--- config.mk ---
export PLATFORM = sky130hd
export DESIGN_NAME = date_difference_days_top
export DESIGN_NICKNAME = d
export VERILOG_FILES = /design/src/design/dd_pkg.sv /design/src/design/dd_day_number.sv /design/src/design/dd_diff.sv /design/src/design/date_difference_days_top.sv
export SDC_FILE = /design/constraint.sdc
export NUM_CORES = 2
export LEC_CHECK = 0
export BUFFER_PORTS_ARGS = -buffer_cell sky130_fd_sc_hd__buf_4
export CAP_MARGIN = 15
export CORE_ASPECT_RATIO = 0.7
export CORE_MARGIN = 2
export CORE_UTILIZATION = 60
export DETAILED_ROUTE_END_ITERATION = 6
export MAX_ROUTING_LAYER = met4
export PLACE_DENSITY = 0.85
export SETUP_SLACK_MARGIN = 0.02
export SYNTH_ARGS = -nofsm -noshare
export SYNTH_HDL_FRONTEND = slang
export SYNTH_SLANG_ARGS = --single-unit
--- constraint.sdc ---
create_clock -name clk -period 9.57 [get_ports clk]
set_input_delay 0.957 -clock clk [delete_from_list [all_inputs] [get_ports clk]]
set_output_delay 0.957 -clock clk [all_outputs]
set_load 0.005 [all_outputs]
--- src/design/dd_pkg.sv ---
// shared constants, types and calendar tables for the date difference block
`default_nettype none

package dd_pkg;

  localparam int DayW   = 5;
  localparam int MonthW = 4;
  localparam int YearW  = 14;
  localparam int DiffW  = 23;

  // shifted year: year + 400 at most, fits 15 bits
  localparam int YyW    = YearW + 1;
  localparam int EraW   = 6;
  localparam int YoeW   = 9;
  localparam int DoyW   = 9;
  localparam int DoeW   = 18;
  localparam int DnW    = 23;

  // reciprocal of 400: floor(x * Recip400 / 2^Recip400Shift) == x / 400 for x < 2^15
  localparam int Recip400Shift = 23;
  localparam logic [YyW-1:0] Recip400 = 15'd20972;
  localparam int ProdW = 2 * YyW;

  localparam logic [MonthW-1:0] MONTH_FEB = 4'd2;
  localparam logic [DayW-1:0]   FEB_LEAP_LEN = 5'd29;

  localparam logic [EraW+18-1:0] DAYS_PER_ERA = 24'd146097;

  localparam logic signed [DiffW:0] DIFF_MAX = 24'sd4194303;
  localparam logic signed [DiffW:0] DIFF_MIN = -24'sd4194304;

  typedef struct packed {
    logic           valid;
    logic [DnW-1:0] dn;
  } date_num_t;

  // days in month, zero for a month code outside 1 to 12
  function automatic logic [DayW-1:0] month_len(input logic [MonthW-1:0] m);
    logic [DayW-1:0] len;
    case (m)
      4'd1, 4'd3, 4'd5, 4'd7, 4'd8, 4'd10, 4'd12: len = 5'd31;
      4'd4, 4'd6, 4'd9, 4'd11:                    len = 5'd30;
      4'd2:                                       len = 5'd28;
      default:                                    len = 5'd0;
    endcase
    return len;
  endfunction

  // days from march 1 to the first of the month, year starting in march
  function automatic logic [DoyW-1:0] month_offset(input logic [MonthW-1:0] m);
    logic [DoyW-1:0] ofs;
    case (m)
      4'd3:    ofs = 9'd0;
      4'd4:    ofs = 9'd31;
      4'd5:    ofs = 9'd61;
      4'd6:    ofs = 9'd92;
      4'd7:    ofs = 9'd122;
      4'd8:    ofs = 9'd153;
      4'd9:    ofs = 9'd184;
      4'd10:   ofs = 9'd214;
      4'd11:   ofs = 9'd245;
      4'd12:   ofs = 9'd275;
      4'd1:    ofs = 9'd306;
      4'd2:    ofs = 9'd337;
      default: ofs = 9'd0;
    endcase
    return ofs;
  endfunction

endpackage

`default_nettype wire

--- src/design/dd_day_number.sv ---
// four-stage pipeline: date validity and proleptic day number
`default_nettype none

module dd_day_number
  import dd_pkg::*;
(
  input  wire logic              clk,
  input  wire logic [DayW-1:0]   day,
  input  wire logic [MonthW-1:0] month,
  input  wire logic [YearW-1:0]  year,
  output date_num_t              result
);

  // stage 1: shifted year and quotients by 400
  logic [YyW-1:0]    yy_nxt;
  logic [ProdW-1:0]  era_prod, yq_prod;
  logic [YyW-1:0]    s1_yy_r;
  logic [EraW-1:0]   s1_era_r, s1_yq_r;
  logic [YearW-1:0]  s1_year_r;
  logic [DayW-1:0]   s1_day_r;
  logic [MonthW-1:0] s1_month_r;

  always_comb begin
    yy_nxt   = YyW'(year) + YyW'(400) - ((month <= MONTH_FEB) ? YyW'(1) : YyW'(0));
    era_prod = ProdW'(yy_nxt) * ProdW'(Recip400);
    yq_prod  = ProdW'(year) * ProdW'(Recip400);
  end

  always_ff @(posedge clk) begin
    s1_yy_r    <= yy_nxt;
    s1_era_r   <= era_prod[Recip400Shift +: EraW];
    s1_yq_r    <= yq_prod[Recip400Shift +: EraW];
    s1_year_r  <= year;
    s1_day_r   <= day;
    s1_month_r <= month;
  end

  // stage 2: remainders, leap year, validity, day of year
  logic [YyW-1:0]   yoe_full, r400_full;
  logic [YoeW-1:0]  r400;
  logic             leap;
  logic [DayW-1:0]  len;
  logic [YoeW-1:0]  s2_yoe_r;
  logic [EraW-1:0]  s2_era_r;
  logic [DoyW-1:0]  s2_doy_r;
  logic             s2_valid_r;
  logic             valid_nxt;
  logic [DoyW-1:0]  doy_nxt;

  always_comb begin
    yoe_full  = s1_yy_r - YyW'(s1_era_r) * YyW'(400);
    r400_full = YyW'(s1_year_r) - YyW'(s1_yq_r) * YyW'(400);
    r400      = r400_full[YoeW-1:0];
    // divisible by 4, and a century only when divisible by 400
    leap      = (s1_year_r[1:0] == 2'b00) &&
                (r400 != 9'd100) && (r400 != 9'd200) && (r400 != 9'd300);
    len       = (s1_month_r == MONTH_FEB && leap) ? FEB_LEAP_LEN : month_len(s1_month_r);
    valid_nxt = (s1_day_r != '0) && (s1_day_r <= len);
    doy_nxt   = month_offset(s1_month_r) + DoyW'(s1_day_r) - DoyW'(1);
  end

  always_ff @(posedge clk) begin
    s2_yoe_r   <= yoe_full[YoeW-1:0];
    s2_era_r   <= s1_era_r;
    s2_doy_r   <= doy_nxt;
    s2_valid_r <= valid_nxt;
  end

  // stage 3: day of era and era offset
  logic [1:0]        cent;
  logic [DoeW-1:0]   doe_nxt;
  logic [EraW+17:0]  era_days;
  logic [DoeW-1:0]   s3_doe_r;
  logic [DnW-1:0]    s3_era_days_r;
  logic              s3_valid_r;

  always_comb begin
    cent     = 2'((s2_yoe_r >= 9'd100) ? 1 : 0) + 2'((s2_yoe_r >= 9'd200) ? 1 : 0)
             + 2'((s2_yoe_r >= 9'd300) ? 1 : 0);
    doe_nxt  = DoeW'(s2_yoe_r) * DoeW'(365) + DoeW'(s2_yoe_r >> 2) - DoeW'(cent)
             + DoeW'(s2_doy_r);
    era_days = (EraW+18)'(s2_era_r) * DAYS_PER_ERA;
  end

  always_ff @(posedge clk) begin
    s3_doe_r      <= doe_nxt;
    s3_era_days_r <= era_days[DnW-1:0];
    s3_valid_r    <= s2_valid_r;
  end

  // stage 4: day number
  date_num_t s4_r;

  always_ff @(posedge clk) begin
    s4_r.dn    <= s3_era_days_r + DnW'(s3_doe_r);
    s4_r.valid <= s3_valid_r;
  end

  assign result = s4_r;

endmodule

`default_nettype wire

--- src/design/dd_diff.sv ---
// final stage: subtract day numbers, saturate, zero on invalid date
`default_nettype none

module dd_diff
  import dd_pkg::*;
(
  input  wire logic                    clk,
  input  wire date_num_t               first,
  input  wire date_num_t               second,
  output logic                         first_valid,
  output logic                         second_valid,
  output logic signed [DiffW-1:0]      day_difference
);

  logic signed [DiffW:0]   raw;
  logic signed [DiffW-1:0] diff_nxt;
  logic                    first_valid_r, second_valid_r;
  logic signed [DiffW-1:0] diff_r;

  always_comb begin
    raw = $signed({1'b0, second.dn}) - $signed({1'b0, first.dn});
    if (!(first.valid && second.valid)) begin
      diff_nxt = '0;
    end else if (raw > DIFF_MAX) begin
      diff_nxt = DIFF_MAX[DiffW-1:0];
    end else if (raw < DIFF_MIN) begin
      diff_nxt = DIFF_MIN[DiffW-1:0];
    end else begin
      diff_nxt = raw[DiffW-1:0];
    end
  end

  always_ff @(posedge clk) begin
    first_valid_r  <= first.valid;
    second_valid_r <= second.valid;
    diff_r         <= diff_nxt;
  end

  assign first_valid    = first_valid_r;
  assign second_valid   = second_valid_r;
  assign day_difference = diff_r;

endmodule

`default_nettype wire

--- src/design/date_difference_days_top.sv ---
// top level of the gregorian date difference block
`default_nettype none

// Takes two Gregorian dates per transaction and reports whether each is a real
// calendar date plus the signed day count from the first date to the second
// (zero when either date is invalid, saturated to the 23-bit signed range).
// A transaction is taken on any clock edge where start is high outside reset;
// busy never rises, so one date pair can enter every cycle. Each result
// appears on the out_ ports for exactly one cycle, flagged by out_valid;
// results come out in the order the transactions went in. The receiver
// cannot stall: it must take each result in the cycle it is shown. The
// work is split over a five-stage pipeline: reciprocal multiply by 400,
// remainder and validity check, day-of-era and era offset, day number sum,
// and the final subtract with saturation. Years are not range checked: any
// 14-bit value, year 0 included, is taken as a proleptic Gregorian year.
module date_difference_days_top
  import dd_pkg::*;
(
  input  wire logic                    clk,
  input  wire logic                    rst_n,
  input  wire logic                    start,
  output logic                         busy,
  input  wire logic [DayW-1:0]         in_first_day,
  input  wire logic [MonthW-1:0]       in_first_month,
  input  wire logic [YearW-1:0]        in_first_year,
  input  wire logic [DayW-1:0]         in_second_day,
  input  wire logic [MonthW-1:0]       in_second_month,
  input  wire logic [YearW-1:0]        in_second_year,
  output logic                         out_valid,
  output logic                         out_first_valid,
  output logic                         out_second_valid,
  output logic signed [DiffW-1:0]      out_day_difference
);

  localparam int Stages = 5;

  // the pipeline never stalls, so a transaction is always welcome
  assign busy = 1'b0;

  // one valid bit per stage, travelling alongside the data
  logic [Stages-1:0] vld_r, vld_nxt;

  always_comb begin
    vld_nxt = {vld_r[Stages-2:0], start};
  end

  always_ff @(posedge clk) begin
    if (!rst_n) begin
      vld_r <= '0;
    end else begin
      vld_r <= vld_nxt;
    end
  end

  // day numbers for both dates, computed side by side
  date_num_t first_num, second_num;

  dd_day_number u_first (
    .clk    (clk),
    .day    (in_first_day),
    .month  (in_first_month),
    .year   (in_first_year),
    .result (first_num)
  );

  dd_day_number u_second (
    .clk    (clk),
    .day    (in_second_day),
    .month  (in_second_month),
    .year   (in_second_year),
    .result (second_num)
  );

  // difference stage drives the registered result fields
  dd_diff u_diff (
    .clk            (clk),
    .first          (first_num),
    .second         (second_num),
    .first_valid    (out_first_valid),
    .second_valid   (out_second_valid),
    .day_difference (out_day_difference)
  );

  assign out_valid = vld_r[Stages-1];

endmodule

`default_nettype wire

==> metrics.md <==
| Metric | Value |
|---|---|
| Post-synth ARST share | `0%` |
| Setup Crit Path Kind | `primary input to register` |
| Area Overhead vs Synth | `7.38%` |
| Placer Congestion | `0.936` |
| DRC Markers | `0` |
| Die Height | `204 um` |
| Cells after synthesis | `3493` |
| Post-CTS sizing | `0` |
| Synth Flop Type | `dfxtp_1` |
| Vias in the first global route | `24074` |
| Worst rel slew slack | `26.4%` |
| Initial core utilization | `60.6%` |
| DPL Wire Length | `59200 um` |
| Number of synthesized flops with an enable pin | `0` |
| WP data arrival | `9.16 ns` |
| Worst Hold Class | `register to register` |
| Worst-skew pair later-pin latency | `0.61 ns` |
| Initial antenna violation count | `3` |
| Most common cell after layout, fill and taps aside | `inv_1` |
| CTS buffer count | `30` |
| FP Rows | `73` |
| Max Root-Sink Buffers | `3` |
| Status | `finished clean` |
| CP Capture Type | `register` |
| Max Clk Rate | `115 MHz` |
| Sequential area share after synthesis | `18.2%` |
| Largest net degree at the start of global routing | `24` |
| Min cycle time layout | `8.69 ns` |
| Share of cells above drive strength 1 | `4.35%` |
| CP Data Required Time | `10.04 ns` |
| Post-CTS Hold Buffers | `0` |
| Clock-pin slew on the worst setup and hold paths | `0.06 ns` |
| Die ar. | `59300 um^2` |
| Total gr overflow | `0` |
| Worst slew pin tran | `1.10 ns` |
| Final cycle utilization of the critical path | `90.8%` |
| Port Buf Inserts | `74` |
| Fin Hold WS | `0.326 ns` |
| Chip Width | `290 um` |
| CORE AREA | `56700 um^2` |
| Antenna-violating nets left | `0` |
| NumNets Final | `4795` |
| Final setup violating endpoints | `0` |
| Final Hold Vio Count | `0` |
| GR Util All Layers | `25.2%` |
| RSZ-0062 raised after global routing | `false` |
| Synth Net Count | `4701` |
| Startpoint types | `primary input` |
| DR vias/cell | `5.33` |
| Max Cap Violations | `0` |
| Avg Cell Area, Syn | `9.85 um^2` |
| Yosys warns | `0` |
| H-tree depth | `1` |
| Iteration-0 DRC count of the detailed router | `1394` |
| First-pass GRT wire length | `119000 um` |
| Final Slew Violations | `0` |
| Slowest stage delay, CP | `0.55 ns` |
| CTS Root Cell | `clkbuf_16` |
| Drt first pass iters | `7` |
| # Post-CTS Setup Buffers | `0` |
| Ports placed on the boundary | `76` |
| Clk_skew | `0.0353 ns` |
| Sum Neg Setup Slack | `0 ns` |
| Synth cell types | `72` |
| WL per Instance | `16.1 um` |
| CTS tree | `yes` |
| Max FO, Critical Path | `6` |
| Detailed Route WL | `70200 um` |
| Cell Area, Synth | `34400 um^2` |
| Via count | `23264` |
| Most frequent cells in the layout | `inv_1 (882), ha_1 (760), fa_1 (399)` |
| Clock Sinks | `312` |
| Slowest-stage cell, CP | `fa_1` |
| FF+latch count, synth | `312` |
stage by stage:
stage / instances / util, % / instance area, um^2 / setup slack (ns)
2_1_floorplan: 3493 / - / 34400 / 1.38
6_report: 4363 / 65.1 / 36900 / 0.878
5_1_grt: 4363 / 65.1 / 36900 / 0.325
4_1_cts: 4361 / 65.1 / 36900 / 0.964
3_3_place_gp: 4305 / 63.2 / 35800 / 0.699
3_5_place_dp: 4305 / 63.2 / 35800 / 0.418
layout make-up:
type                       instances  area (um^2)
tap                              750          938
sequential                       312         6250
multi-input combinational       2283        24700
fill                            4209        19800
clock inverter                    12          223
clock buffer                      44          883
inverter                         882         3310
timing repair buffer              78          586
antenna                            2         5.00
synth_stat cells, drive strengths merged, types with 39 or more instances:
cell type  number  area [um^2]
a21o           53          399
nor3           39          195
a21oi         150          777
nor2          112          420
ha            760         9510
nand2          85          319
xor2           43          377
dfxtp         312         6250
inv           882         3310
xnor2         181         1590
o21ai          86          430
fa            399         7990
sequential cells by signal, summed over array words and instances (netlist names), 6 cells and up, named ones only:
name and flops:
u_second.s1_era_r 6, u_second.s2_doy_r 9, u_first.s2_yoe_r 9, u_first.result 24, u_second.result 24, u_second.s2_yoe_r 9, u_first.s3_doe_r 18, u_first.s1_era_r 6
u_first.s2_era_r 6, u_diff.day_difference 23, u_first.s2_doy_r 9, u_first.s1_yy_r 9, u_second.s1_yy_r 9, u_second.s2_era_r 6, u_second.s1_year_r 9, u_second.s3_era_days_r 23
u_second.s3_doe_r 18, u_first.s1_year_r 9, u_first.s3_era_days_r 23
path summary, 6_finish.rpt:
| check | cells past startpoint | slack [ns] | end | from |
|---|---|---|---|---|
| min reg2reg | 0 | 0.33 | u_first.s2_yoe_r[1]$_DFF_P_ | u_first.s1_yy_r[1]$_DFF_P_ |
| max reg2reg | 22 | 3.58 | u_second.s3_doe_r[17]$_DFF_P_ | u_second.s2_yoe_r[4]$_DFF_P_ |
| max | 34 | 0.88 | u_second.s1_era_r[5]$_DFF_P_ | in_second_month[0] |
| min | 0 | 0.33 | u_first.s2_yoe_r[1]$_DFF_P_ | u_first.s1_yy_r[1]$_DFF_P_ |
routing by layer:
layer	global-route usage [%]	routed length (um)	vias up
li1	-	-	11390
met1	35.6	33800	11109
met5	-	0	-
met3	4.69	4990	99
met4	4.76	1230	0
met2	38.2	30200	666
critical path: cells and delay by family:
family | cells | cell delay [ns]
AOI/OAI and AO/OA | 14 | 3.24
xor gates and xnor gates | 2 | 0.46
adders and majority gates | 10 | 3.67
buffers and inverters | 5 | 0.38
and+or+nand+nor | 3 | 0.45
cells by family after synthesis:
kind of cell	after synthesis	synth area share (%)
fa+ha+maj	1159	50.9
flops	312	18.2
simple gates	417	6.02
other cells	1	0.0109
mux	5	0.225
buf+inv	898	9.90
compound gates	477	9.13
xor+xnor	224	5.70
Power is left out: the tool's default activity adds up to more than one toggle a clock period on the data nets, which glitch-free logic cannot reach.
